**src/hw/rtl/cfas_pkg.sv**
```systemverilog
// ----------------------------------------------------------------------------
// cfas_pkg
// Shared types, character codes and helpers for the CAN frame text serializer.
// ----------------------------------------------------------------------------
package cfas_pkg;

  localparam logic [7:0] ChSpace  = 8'h20;
  localparam logic [7:0] ChDot    = 8'h2E;
  localparam logic [7:0] ChRemote = 8'h52;
  localparam logic [7:0] ChZero   = 8'h30;
  localparam logic [7:0] ChAlpha  = 8'h41;
  localparam logic [7:0] MaxBytes = 8'd8;

  // Classified frame, as handed from front to back.
  typedef struct packed {
    logic [29:0] id_val;   // masked identifier
    logic        long_id;  // 1: eight digits, 0: three digits
    logic        remote;
    logic        rlen_ok;  // remote length digit printed
    logic [3:0]  rlen;
    logic [3:0]  nbytes;   // clamped byte count, 0..8
    logic        sep;      // dot between data bytes
    logic [63:0] data;
  } cfas_desc_t;

  typedef enum logic [2:0] {
    StId,
    StSpace,
    StRemote,
    StRlen,
    StHi,
    StLo,
    StDot
  } cfas_state_e;

  function automatic logic [7:0] hex_char(input logic [3:0] nib);
    logic [7:0] c;
    if (nib < 4'd10) begin
      c = ChZero + {4'b0, nib};
    end else begin
      c = ChAlpha + {4'b0, nib} - 8'd10;
    end
    return c;
  endfunction

endpackage

```
**src/hw/rtl/cfas_front.sv**
```systemverilog
// ----------------------------------------------------------------------------
// cfas_front
// Holds the separator register and classifies each accepted frame.
// ----------------------------------------------------------------------------
module cfas_front
  import cfas_pkg::*;
(
  input  logic        clk_i,
  input  logic        rst_ni,
  input  logic        cfg_we_i,
  input  logic        cfg_wdata_i,
  input  logic        in_valid_i,
  output logic        in_stall_o,
  input  logic [31:0] frame_id_i,
  input  logic [7:0]  frame_len_i,
  input  logic [63:0] frame_data_i,
  input  logic        q_full_i,
  output logic        q_push_o,
  output cfas_desc_t  q_desc_o
);

  logic sep_q;

  always_ff @(posedge clk_i or negedge rst_ni) begin
    if (!rst_ni) begin
      sep_q <= 1'b0;
    end else if (cfg_we_i) begin
      sep_q <= cfg_wdata_i;
    end
  end

  logic id_err, id_eff;

  assign id_err = frame_id_i[29];
  assign id_eff = frame_id_i[31];

  always_comb begin
    if (id_err) begin
      q_desc_o.id_val = frame_id_i[29:0];
    end else if (id_eff) begin
      q_desc_o.id_val = {1'b0, frame_id_i[28:0]};
    end else begin
      q_desc_o.id_val = {19'b0, frame_id_i[10:0]};
    end
    q_desc_o.long_id = id_err | id_eff;
    q_desc_o.remote  = frame_id_i[30];
    q_desc_o.rlen_ok = (frame_len_i != 8'd0) && (frame_len_i <= MaxBytes);
    q_desc_o.rlen    = frame_len_i[3:0];
    q_desc_o.nbytes  = (frame_len_i > MaxBytes) ? MaxBytes[3:0] : frame_len_i[3:0];
    q_desc_o.sep     = sep_q;
    q_desc_o.data    = frame_data_i;
  end

  assign in_stall_o = q_full_i;
  assign q_push_o   = in_valid_i && !q_full_i;

endmodule

```
**src/hw/rtl/cfas_queue.sv**
```systemverilog
// ----------------------------------------------------------------------------
// cfas_queue
// Small register FIFO of classified frames between front and back.
// ----------------------------------------------------------------------------
module cfas_queue
  import cfas_pkg::*;
#(
  parameter int unsigned DEPTH = 2
) (
  input  logic       clk_i,
  input  logic       rst_ni,
  input  logic       push_i,
  input  cfas_desc_t desc_i,
  output logic       full_o,
  input  logic       pop_i,
  output cfas_desc_t desc_o,
  output logic       empty_o
);

  localparam int unsigned PtrW = (DEPTH > 1) ? $clog2(DEPTH) : 1;
  localparam int unsigned CntW = $clog2(DEPTH + 1);
  localparam logic [PtrW-1:0] LastPtr = PtrW'(DEPTH - 1);
  localparam logic [CntW-1:0] FullCnt = CntW'(DEPTH);

  cfas_desc_t            mem_q [DEPTH];
  logic [PtrW-1:0]       wr_q, wr_d, rd_q, rd_d;
  logic [CntW-1:0]       cnt_q, cnt_d;

  assign full_o  = (cnt_q == FullCnt);
  assign empty_o = (cnt_q == '0);
  assign desc_o  = mem_q[rd_q];

  always_comb begin
    wr_d  = wr_q;
    rd_d  = rd_q;
    cnt_d = cnt_q;
    if (push_i) begin
      wr_d = (wr_q == LastPtr) ? '0 : wr_q + 1'b1;
    end
    if (pop_i) begin
      rd_d = (rd_q == LastPtr) ? '0 : rd_q + 1'b1;
    end
    if (push_i && !pop_i) begin
      cnt_d = cnt_q + 1'b1;
    end else if (pop_i && !push_i) begin
      cnt_d = cnt_q - 1'b1;
    end
  end

  always_ff @(posedge clk_i or negedge rst_ni) begin
    if (!rst_ni) begin
      wr_q  <= '0;
      rd_q  <= '0;
      cnt_q <= '0;
    end else begin
      wr_q  <= wr_d;
      rd_q  <= rd_d;
      cnt_q <= cnt_d;
    end
  end

  always_ff @(posedge clk_i) begin
    if (push_i) begin
      mem_q[wr_q] <= desc_i;
    end
  end

  // count never exceeds the depth
  a_cnt_range: assert property (@(posedge clk_i) disable iff (!rst_ni)
    (cnt_q <= FullCnt))
    else $error("queue count above depth");

endmodule

```
**src/hw/rtl/cfas_back.sv**
```systemverilog
// ----------------------------------------------------------------------------
// cfas_back
// Character sequencer: turns one classified frame into its text, one
// character per cycle while the output is not stalled, into an output register.
// ----------------------------------------------------------------------------
module cfas_back
  import cfas_pkg::*;
(
  input  logic       clk_i,
  input  logic       rst_ni,
  input  cfas_desc_t desc_i,
  input  logic       empty_i,
  output logic       pop_o,
  output logic       out_valid_o,
  input  logic       out_stall_i,
  output logic [7:0] out_char_o,
  output logic       last_char_o
);

  cfas_state_e state_q, state_d;
  logic        busy_q, busy_d;
  logic [2:0]  cnt_q, cnt_d;
  logic [3:0]  left_q, left_d;
  logic [63:0] data_q, data_d;
  logic [31:0] id_q, id_d;
  logic        remote_q, remote_d;
  logic        rlen_ok_q, rlen_ok_d;
  logic [3:0]  rlen_q, rlen_d;
  logic        sep_q, sep_d;

  logic        ovalid_q, ovalid_d;
  logic [7:0]  char_q, char_d;
  logic        last_q, last_d;

  logic        adv;
  logic        emit_last;
  logic [7:0]  ch;

  assign adv = !ovalid_q || !out_stall_i;

  always_comb begin
    state_d   = state_q;
    busy_d    = busy_q;
    cnt_d     = cnt_q;
    left_d    = left_q;
    data_d    = data_q;
    id_d      = id_q;
    remote_d  = remote_q;
    rlen_ok_d = rlen_ok_q;
    rlen_d    = rlen_q;
    sep_d     = sep_q;
    ch        = ChSpace;
    emit_last = 1'b0;

    unique case (state_q)
      StId: begin
        ch = hex_char(id_q[{cnt_q, 2'b00} +: 4]);
        if (cnt_q == 3'd0) begin
          state_d = StSpace;
        end else begin
          cnt_d = cnt_q - 3'd1;
        end
      end
      StSpace: begin
        ch = ChSpace;
        if (remote_q) begin
          state_d = StRemote;
        end else if (left_q == 4'd0) begin
          emit_last = 1'b1;
        end else begin
          state_d = StHi;
        end
      end
      StRemote: begin
        ch        = ChRemote;
        emit_last = !rlen_ok_q;
        state_d   = StRlen;
      end
      StRlen: begin
        ch        = hex_char(rlen_q);
        emit_last = 1'b1;
      end
      StHi: begin
        ch      = hex_char(data_q[63:60]);
        state_d = StLo;
      end
      StLo: begin
        ch     = hex_char(data_q[59:56]);
        left_d = left_q - 4'd1;
        data_d = {data_q[55:0], 8'h00};
        if (left_q == 4'd1) begin
          emit_last = 1'b1;
        end else if (sep_q) begin
          state_d = StDot;
        end else begin
          state_d = StHi;
        end
      end
      StDot: begin
        ch      = ChDot;
        state_d = StHi;
      end
      default: begin
        ch = ChSpace;
      end
    endcase

    if (!adv) begin
      state_d = state_q;
      cnt_d   = cnt_q;
      left_d  = left_q;
      data_d  = data_q;
    end

    // next frame loads as the current one finishes, no gap between them when one is queued
    pop_o = adv && (!busy_q || emit_last) && !empty_i;
    if (adv && busy_q && emit_last) begin
      busy_d = 1'b0;
    end
    if (pop_o) begin
      busy_d    = 1'b1;
      state_d   = StId;
      cnt_d     = desc_i.long_id ? 3'd7 : 3'd2;
      left_d    = desc_i.nbytes;
      data_d    = desc_i.data;
      id_d      = {2'b00, desc_i.id_val};
      remote_d  = desc_i.remote;
      rlen_ok_d = desc_i.rlen_ok;
      rlen_d    = desc_i.rlen;
      sep_d     = desc_i.sep;
    end

    ovalid_d = ovalid_q;
    char_d   = char_q;
    last_d   = last_q;
    if (adv) begin
      ovalid_d = busy_q;
      char_d   = ch;
      last_d   = emit_last;
    end
  end

  always_ff @(posedge clk_i or negedge rst_ni) begin
    if (!rst_ni) begin
      state_q  <= StId;
      busy_q   <= 1'b0;
      ovalid_q <= 1'b0;
    end else begin
      state_q  <= state_d;
      busy_q   <= busy_d;
      ovalid_q <= ovalid_d;
    end
  end

  always_ff @(posedge clk_i) begin
    cnt_q     <= cnt_d;
    left_q    <= left_d;
    data_q    <= data_d;
    id_q      <= id_d;
    remote_q  <= remote_d;
    rlen_ok_q <= rlen_ok_d;
    rlen_q    <= rlen_d;
    sep_q     <= sep_d;
    char_q    <= char_d;
    last_q    <= last_d;
  end

  assign out_valid_o = ovalid_q;
  assign out_char_o  = char_q;
  assign last_char_o = last_q;

  a_dot_not_last: assert property (@(posedge clk_i) disable iff (!rst_ni)
    (ovalid_q && char_q == ChDot) |-> !last_q)
    else $error("dot marked as last character");

  a_rlen_only_ok: assert property (@(posedge clk_i) disable iff (!rst_ni)
    (busy_q && state_q == StRlen) |-> rlen_ok_q)
    else $error("length digit on remote frame without valid length");

  a_bytes_left: assert property (@(posedge clk_i) disable iff (!rst_ni)
    (busy_q && (state_q == StHi || state_q == StLo || state_q == StDot))
      |-> (left_q != 4'd0))
    else $error("data state with no bytes left");

endmodule

```
**src/hw/rtl/can_frame_to_ascii_serializer.sv**
```systemverilog
// ----------------------------------------------------------------------------
// can_frame_to_ascii_serializer
// Classic CAN frame to compact ASCII text, one character per output item.
// ----------------------------------------------------------------------------
// Each input item is one frame: identifier word with flags, length byte and
// eight data bytes. The block prints the identifier in uppercase hex (eight
// digits for error or extended frames, three for standard), a space, then
// either 'R' plus an optional length digit for remote frames, or up to eight
// data bytes as hex pairs, dot separated when use_separator is set. The final
// character carries last_char_o. A frame is 4 to 32 characters long: the back
// sequencer emits one character per cycle into its output register unless the
// output stalls, and consecutive frames follow with no gap in between. The front
// classifies and queues frames (QUEUE_DEPTH entries), so new frames are taken
// while earlier text still drains. The use_separator register is sampled into
// each frame as it is accepted, so write it only while no frame is in flight.
// ----------------------------------------------------------------------------
module can_frame_to_ascii_serializer
  import cfas_pkg::*;
#(
  parameter int unsigned QUEUE_DEPTH = 2
) (
  input  logic        clk_i,
  input  logic        rst_ni,
  // configuration: use_separator
  input  logic        cfg_we_i,
  input  logic        cfg_wdata_i,
  // frame input
  input  logic        in_valid_i,
  output logic        in_stall_o,
  input  logic [31:0] frame_id_i,
  input  logic [7:0]  frame_len_i,
  input  logic [63:0] frame_data_i,
  // character output
  output logic        out_valid_o,
  input  logic        out_stall_i,
  output logic [7:0]  out_char_o,
  output logic        last_char_o
);

  cfas_desc_t push_desc, pop_desc;
  logic       q_push, q_pop, q_full, q_empty;

  // front: separator register and frame classification
  cfas_front u_front (
    .clk_i        (clk_i),
    .rst_ni       (rst_ni),
    .cfg_we_i     (cfg_we_i),
    .cfg_wdata_i  (cfg_wdata_i),
    .in_valid_i   (in_valid_i),
    .in_stall_o   (in_stall_o),
    .frame_id_i   (frame_id_i),
    .frame_len_i  (frame_len_i),
    .frame_data_i (frame_data_i),
    .q_full_i     (q_full),
    .q_push_o     (q_push),
    .q_desc_o     (push_desc)
  );

  // decoupling queue
  cfas_queue #(
    .DEPTH (QUEUE_DEPTH)
  ) u_queue (
    .clk_i   (clk_i),
    .rst_ni  (rst_ni),
    .push_i  (q_push),
    .desc_i  (push_desc),
    .full_o  (q_full),
    .pop_i   (q_pop),
    .desc_o  (pop_desc),
    .empty_o (q_empty)
  );

  // back: character sequencer with registered output
  cfas_back u_back (
    .clk_i       (clk_i),
    .rst_ni      (rst_ni),
    .desc_i      (pop_desc),
    .empty_i     (q_empty),
    .pop_o       (q_pop),
    .out_valid_o (out_valid_o),
    .out_stall_i (out_stall_i),
    .out_char_o  (out_char_o),
    .last_char_o (last_char_o)
  );

endmodule

```
**config.mk**
```make
export PLATFORM = sky130hd
export DESIGN_NAME = can_frame_to_ascii_serializer
export DESIGN_NICKNAME = d
export VERILOG_FILES = /design/src/hw/rtl/cfas_pkg.sv /design/src/hw/rtl/cfas_front.sv /design/src/hw/rtl/cfas_queue.sv /design/src/hw/rtl/cfas_back.sv /design/src/hw/rtl/can_frame_to_ascii_serializer.sv
export SDC_FILE = /design/constraint.sdc
export NUM_CORES = 1
export LEC_CHECK = 0
export ABC_AREA = 1
export BUFFER_PORTS_ARGS = -buffer_cell sky130_fd_sc_hd__buf_2
export CAP_MARGIN = 10
export CORE_MARGIN = 2
export CORE_UTILIZATION = 59
export DETAILED_ROUTE_END_ITERATION = 10
export MAX_ROUTING_LAYER = met4
export PLACE_DENSITY = 0.8
export SYNTH_ARGS = -nofsm -noshare
export SYNTH_HDL_FRONTEND = slang
export SYNTH_SLANG_ARGS = --single-unit
```
**constraint.sdc**
```tcl
create_clock -name clk_i -period 8.3 [get_ports clk_i]
set_clock_uncertainty 0.2 [all_clocks]
set_input_delay 0.415 -clock clk_i [delete_from_list [all_inputs] [get_ports clk_i]]
set_output_delay 0.415 -clock clk_i [all_outputs]
set_load 0.02 [all_outputs]
```
==> summary.txt, run 1 <==
result of the run = finished, final reports clean
slack of the worst reg-to-reg path = 4.40 ns
number of nets in the synthesized netlist = 1333
total wire length = 28.3 mm
final max-slew violation count = 0
height of the die = 157 um
number of synthesis warnings = 0
end of the critical path = u_back.id_q[3]
cell type with the highest aggregate area in the netlist = sky130_fd_sc_hd__edfxtp_1
critical-path cell list = inv_1, ha_1, nand2_1, nor2_1, nand2_1, nand4_2, nand3_4, clkinv_2, buf_4
global placer's final weighted congestion = 0.854
count of buffers from port buffering = 119
xor and xnor area share after synthesis = 0.00381
count leader, synth = sky130_fd_sc_hd__nand2_1
root buffer cell = sky130_fd_sc_hd__clkbuf_16
overall die width = 157 um
DPL Wire Length = 16.4 mm
post-synthesis compound-gate area fraction = 0.0200
Min Clock Period, post-route = 3.90 ns
Critical Path Most Common Cell = sky130_fd_sc_hd__nand2_1
leakage power of the design = 6.99 nW
net count of the finished layout = 1534
DR iter-0 viols = 804
remaining design rule violation count = 0
number of fill cells in the layout = 1472
required arrival time at the worst endpoint = 8.24 ns
final antenna-violating net count = 0
diodes inserted = 0
number of global-route vias before repair = 9009
count of unique library cells instantiated by Yosys = 39
share of the clock period used by the worst path after layout = 0.470
kind of end point of the critical path = flip-flop
GR Util All Layers = 0.242
Switching Power = 1.90 mW
data arrival time of the critical path = 3.84 ns
Die ar. = 24600 um^2
maximum fanout along the worst path = 76
overflow left after global routing = 0
gate count after technology mapping = 1213
endpoint of the worst register-to-register path = u_back.id_q[3]
proportion of power drawn by the clock network = 0.269
highest clock frequency the design can meet = 0.256 GHz
clock insertion delay at the later pin of the skew report = 0.51 ns
max-capacitance violation count = 0
number of enable-type register cells in the synthesized netlist = 328
Clock Sinks = 338
antenna violations before repair = 0
initial core utilization = 0.605
flip-flop and latch count after synthesis = 338
synthesized area per cell = 11.4 um^2
routed vias/inst = 5.14
VDD IR max = 0.261 mV
wire length of the first global-routing pass = 44.3 mm
number of instances in the placed design = 1606
number of clock buffers inserted by TritonCTS = 35
post-route insts no fill = 1751
number of standard-cell rows in the floorplan = 55
worst slew slack as a fraction of its limit = 0.294
netlist area before placement = 13800 um^2
maximum level of the CTS H-tree = 2
type of the tightest min-delay check = in2reg
most area-consuming cells after synthesis = sky130_fd_sc_hd__edfxtp_1 71%, sky130_fd_sc_hd__nand2_1 16%, sky130_fd_sc_hd__inv_1 2.2%
startpoint of the most critical setup path = u_back.left_q[0]
clock tree from TritonCTS = yes
synthesized-area fraction occupied by adder cells = 0.00908
post-DR wirelength/cell = 16.1 um
Setup Total Neg Slack = 0 ns
I/O pin total = 121
sequential share of the synthesized area = 0.733
Post-DP Area = 14600 um^2
RSZ-0062 raised after global routing = no
Clock Tree Buf Depth = 3
share of the synthesized area in the top cell type = 0.714
Area Growth Syn to Fin = 20.3%
transition time at the pin with the least slew margin = 1.06 ns
startpoint of the lowest-slack register-to-register path = u_back.left_q[0]
Sequential Power Share = 0.462
startpoint of the most critical hold path = frame_id_i[23]
share of total power consumed by net switching = 0.331
top cells by instance count after synthesis = 578 x sky130_fd_sc_hd__nand2_1, 328 x sky130_fd_sc_hd__edfxtp_1, 79 x sky130_fd_sc_hd__inv_1
maximum number of pins on one net before global-route repair = 77
internal power = 3.85 mW
CP startpoint kind = flip-flop
worst r2r path cells = 9
highest-delay cell along the critical path = sky130_fd_sc_hd__clkinv_2
final std cell area, no fill = 16600 um^2
number of iterations in the first detailed-routing pass = 5
via count = 8997
power share of the combinational group = 0.270
worst hold-check slack = 0.0502 ns
share of cell area taken by muxes after synthesis = 0.000817
basic-gate share of the synthesized area counting and, or, nand and nor cells = 0.192
largest family of logic cells by synthesized area = simple AND/OR/NAND/NOR gates
core region area = 22800 um^2
share of final-layout standard cells stronger than drive strength 1 = 0.134
flip-flop cell with the highest count after synthesis = sky130_fd_sc_hd__edfxtp_1
clock-pin slew on the worst setup and hold paths = 0.06 ns
path type of the worst setup path = reg2reg
final count of hold timing violations = 0
Finish-stage setup viols = 0
Power Density = 347 nW/um^2
share of synthesized flip-flops with an asynchronous set or reset = 0.0296
max incr delay on CP = 0.89 ns
registers in the layout, summed over array words and instances (netlist names), 2 cells and up:
| signal | cells |
|---|---|
| u_queue.cnt_q | 2 |
| u_back.out_char_o | 7 |
| u_back.state_q | 3 |
| u_back.rlen_q | 4 |
| u_back.id_q | 30 |
| u_back.data_q | 64 |
| u_back.cnt_q | 3 |
| u_back.left_q | 4 |
| u_queue.mem_q | 212 |
critical path, delay by kind of cell (launching register included):
family                     cells  cell delay, ns
buffers and inverters          3            1.62
and+or+nand+nor                5            1.04
DFF                            1            0.44
adders and majority gates      1            0.15
kinds of logic after synthesis:
kind of cell             count (synthesis)
AND/OR/NAND/NOR                        674
flip-flops                             338
buffers and inverters                  132
AO/OA/AOI/OAI                           51
adder cells (fa/ha/maj)                 10
XOR/XNOR                                 6
other                                    1
multiplexers                             1
power by group through the flow:
stage	clock (mW)	sequential, mW	combinational, mW
2_1_floorplan	0	2.66	1.12
3_3_place_gp	0	2.67	1.47
3_5_place_dp	0	2.68	1.50
4_1_cts	1.56	2.65	1.55
5_1_grt	1.63	2.69	1.75
6_report	1.55	2.65	1.55
through the flow:
| step | utilization | setup WS (ns) | power (mW) |
|---|---|---|---|
| after floorplan | - | 2.50 | 3.78 |
| after global placement | 0.641 | 4.47 | 4.13 |
| after detailed placement | 0.641 | 4.37 | 4.18 |
| after CTS | 0.728 | 4.39 | 5.76 |
| after global routing | 0.728 | 4.13 | 6.07 |
| final | 0.728 | 4.40 | 5.75 |
layout make-up:
type | count | area (um^2) | share of cell area
clock buffers | 42 | 912 | 0.0550
inverters | 85 | 322 | 0.0194
clock inverters | 19 | 219 | 0.0132
flip-flops and latches | 338 | 10100 | 0.609
well taps | 313 | 392 | 0.0236
multi-input cells | 743 | 3140 | 0.189
repair buffers | 211 | 1500 | 0.0903
layer usage:
| layer | global-route usage | vias up | share of wire |
|---|---|---|---|
| met2 | 0.412 | 280 | 0.51 |
| li1 | - | 4407 | - |
| met1 | 0.303 | 4259 | 0.41 |
| met3 | 0.0385 | 51 | 0.055 |
| met5 | - | - | 0 |
| met4 | 0.0703 | 0 | 0.022 |
placed cells by master, fill, tap and decap left out, types with 4 or more instances in the layout:
master / count
sky130_fd_sc_hd__buf_4: 8
sky130_fd_sc_hd__edfxtp_1: 328
sky130_fd_sc_hd__dfrtp_1: 9
sky130_fd_sc_hd__bufinv_16: 5
sky130_fd_sc_hd__ha_1: 10
sky130_fd_sc_hd__inv_2: 4
sky130_fd_sc_hd__a21oi_1: 16
sky130_fd_sc_hd__nor2_1: 47
sky130_fd_sc_hd__o21ai_0: 25
sky130_fd_sc_hd__dlygate4sd3_1: 84
sky130_fd_sc_hd__nand2_1: 578
sky130_fd_sc_hd__clkbuf_1: 6
sky130_fd_sc_hd__nand4_1: 5
sky130_fd_sc_hd__clkbuf_16: 35
sky130_fd_sc_hd__inv_1: 79
sky130_fd_sc_hd__buf_2: 119
sky130_fd_sc_hd__clkinv_1: 9
sky130_fd_sc_hd__nand3_1: 29
sky130_fd_sc_hd__clkinv_2: 4
repair_timing:
action                                 4_1_cts  5_1_grt
gates resized for setup                      0        0
hold buffers                                84        0
setup buffers                                0        0
endpoints found under the hold margin      173        0
how the worst min path moves through the flow:
| stage | to | slack (ns) | cells past startpoint |
|---|---|---|---|
| detailed placement | u_back.out_valid_o | 0.13 | 1 |
| CTS | u_queue.mem_q[1][99] | 0.04 | 3 |
| global placement | u_back.busy_q | 0.13 | 1 |
| global route | u_queue.mem_q[0][99] | 0.04 | 3 |
| floorplan | u_back.busy_q | -0.08 | 0 |
| finish | u_queue.mem_q[1][99] | 0.05 | 3 |
Power figures use the tool's default switching activity.
==> run 2, diff against run 1 <==
- clock period: 8.3 -> 3.8 ns (I/O delays scaled with it)
==> summary.txt, run 2 (synthesis results as in run 1) <==
result of the run = finished, final reports clean (unchanged)
max incr delay on CP = 0.56 ns (was 0.89 ns)
wire length of the first global-routing pass = 45.0 mm (was 44.3 mm)
final antenna-violating net count = 0 (unchanged)
remaining design rule violation count = 0 (unchanged)
overall die width = 157 um (unchanged)
CP startpoint kind = flip-flop (unchanged)
Clock Tree Buf Depth = 3 (unchanged)
I/O pin total = 121 (unchanged)
most common cell after layout, fill and taps aside = sky130_fd_sc_hd__nand2_1 (unchanged)
DR iter-0 viols = 797 (was 804)
required arrival time at the worst endpoint = 3.84 ns (was 8.24 ns)
Clock Sinks = 338 (unchanged)
kind of end point of the critical path = flip-flop (unchanged)
diodes inserted = 0 (unchanged)
maximum number of pins on one net before global-route repair = 107 (was 77)
count of buffers from port buffering = 119 (unchanged)
number of iterations in the first detailed-routing pass = 5 (unchanged)
Switching Power = 4.22 mW (was 1.90 mW)
number of global-route vias before repair = 9235 (was 9009)
number of clock buffers inserted by TritonCTS = 35 (unchanged)
type of the tightest min-delay check = in2reg (unchanged)
global placer's final weighted congestion = 0.845 (was 0.854)
path type of the worst setup path = reg2reg (unchanged)
Finish-stage setup viols = 0 (unchanged)
clock tree from TritonCTS = yes (unchanged)
highest clock frequency the design can meet = 0.366 GHz (was 0.256 GHz)
number of standard-cell rows in the floorplan = 55 (unchanged)
clock insertion delay at the later pin of the skew report = 0.53 ns (was 0.51 ns)
Buf/Inv on CP = 2 (was 3)
initial core utilization = 0.605 (unchanged)
DPL Wire Length = 16.2 mm (was 16.4 mm)
clock-pin slew on the worst setup and hold paths = 0.06 ns (about the same)
total wire length = 29.0 mm (was 28.3 mm)
max-capacitance violation count = 0 (unchanged)
Min Clock Period, post-route = 2.73 ns (was 3.90 ns)
Die ar. = 24600 um^2 (unchanged)
highest-delay cell along the critical path = sky130_fd_sc_hd__dfrtp_1 (was sky130_fd_sc_hd__clkinv_2)
height of the die = 157 um (unchanged)
max reg flops = 212 (unchanged)
proportion of power drawn by the clock network = 0.253 (was 0.269)
GR Util All Layers = 0.246 (was 0.242)
core region area = 22800 um^2 (unchanged)
Largest Register = u_queue.mem_q (unchanged)
root buffer cell = sky130_fd_sc_hd__clkbuf_16 (unchanged)
overflow left after global routing = 0 (unchanged)
antenna violations before repair = 0 (unchanged)
via count = 9264 (was 8997)
power share of the combinational group = 0.275 (was 0.270)
top library cells by usage in the layout, fill and taps aside = 578 x sky130_fd_sc_hd__nand2_1, 328 x sky130_fd_sc_hd__edfxtp_1, 119 x sky130_fd_sc_hd__buf_2 (unchanged)
setup fix buffers added after clock tree synthesis = 0 (unchanged)
Overall Power = 12.4 mW (was 5.75 mW)
share of total power consumed by net switching = 0.341 (was 0.331)
worst slew slack as a fraction of its limit = 0.518 (was 0.294)
Area Growth Syn to Fin = 22.0% (was 20.3%)
post-DR wirelength/cell = 16.3 um (was 16.1 um)
share of final-layout standard cells stronger than drive strength 1 = 0.133 (was 0.134)
maximum fanout along the worst path = 44 (was 76)
share of the clock period used by the worst path after layout = 0.718 (was 0.470)
Power Density = 735 nW/um^2 (was 347 nW/um^2)
final count of hold timing violations = 0 (unchanged)
transition time at the pin with the least slew margin = 0.715 ns (was 1.06 ns)
Top delay family on crit path = simple AND/OR/NAND/NOR gates (was buffers and inverters)
maximum level of the CTS H-tree = 2 (unchanged)
registers with the most flip-flops = u_queue.mem_q: 212 flops, u_back.data_q: 64 flops, u_back.id_q: 30 flops (unchanged)
RSZ-0062 raised after global routing = no (unchanged)
critical-path cell list = nand2_4, nor2_4, nand2_1, nand4_2, nand3_4, clkinv_2, buf_4, o21ai_0 (was inv_1, ha_1, nand2_1, nor2_1, nand2_1, nand4_2, nand3_4, clkinv_2, buf_4)
Setup Total Neg Slack = 0 ns (unchanged)
routed vias/inst = 5.20 (was 5.14)
data arrival time of the critical path = 2.77 ns (was 3.84 ns)
net count of the finished layout = 1562 (was 1534)
internal power = 8.14 mW (was 3.85 mW)
VDD IR max = 0.558 mV (was 0.261 mV)
final max-slew violation count = 0 (unchanged)
Sequential Power Share = 0.472 (was 0.462)
leakage power of the design = 7.09 nW (was 6.99 nW)
-- run 2: area by class of cell --
type	count	area (um^2)
multi-input combinational	743	3140
tap	313	392
fill	1447	5960
clock buffer	43	906
inverter	85	322
clock inverter	21	141
timing repair buffer	239	1810
sequential	338	10100
-- run 2: through the flow --
stage | instance area (um^2) | setup slack [ns] | hold WS (ns) | instances | utilization
after floorplan | 13800 | -0.236 | -0.306 | 1213 | -
after global placement | 14700 | 1.10 | -0.114 | 1611 | 0.645
after detailed placement | 14700 | 1.08 | -0.118 | 1611 | 0.645
after CTS | 16800 | 1.05 | 0.0886 | 1782 | 0.738
after global routing | 16800 | 0.809 | 0.166 | 1782 | 0.738
final | 16800 | 1.07 | 0.114 | 1782 | 0.738
-- run 2: routing by layer --
metal / global-route usage / vias up / wire, um
met5: - / - / 0
met4: 0.0952 / 0 / 900
met3: 0.0407 / 74 / 1750
met2: 0.405 / 342 / 14600
met1: 0.309 / 4382 / 11800
li1: - / 4466 / -
-- run 2: worst paths after layout --
kind                                   start                    to  slack [ns]  cells past startpoint
setup / recovery           u_back.state_q[0]       u_back.cnt_q[2]        1.07                      8
hold / removal                    in_valid_i          u_queue.wr_q        0.11                      5
setup reg to reg           u_back.state_q[0]       u_back.cnt_q[2]        1.07                      8
hold reg to reg                u_front.sep_q  u_queue.mem_q[0][64]        0.30                      0
max in group asynchronous             rst_ni          u_queue.rd_q        2.40                      3
min in group asynchronous             rst_ni    u_back.out_valid_o        0.58                      3
-- run 2: timing repair --
action / CTS / global route
endpoints found under the hold margin: 228 / 0
hold buffers: 107 / 0
resized for setup: 0 / 0
-- run 2: tightest hold or removal path, delay by kind of cell --
| family | cells | cell delay, ns |
|---|---|---|
| AND/OR/NAND/NOR | 2 | 0.12 |
| buffers and inverters | 2 | 0.23 |
| AO/OA/AOI/OAI | 1 | 0.24 |
-- run 2: power by group through the flow --
stage | Sequential (mW) | Combinational, mW | Clock [mW]
global placement | 5.84 | 3.18 | 0
detailed placement | 5.88 | 3.27 | 0
global route | 5.91 | 3.84 | 3.32
CTS | 5.81 | 3.40 | 3.15
finish | 5.83 | 3.40 | 3.12
floorplan | 5.75 | 2.46 | 0
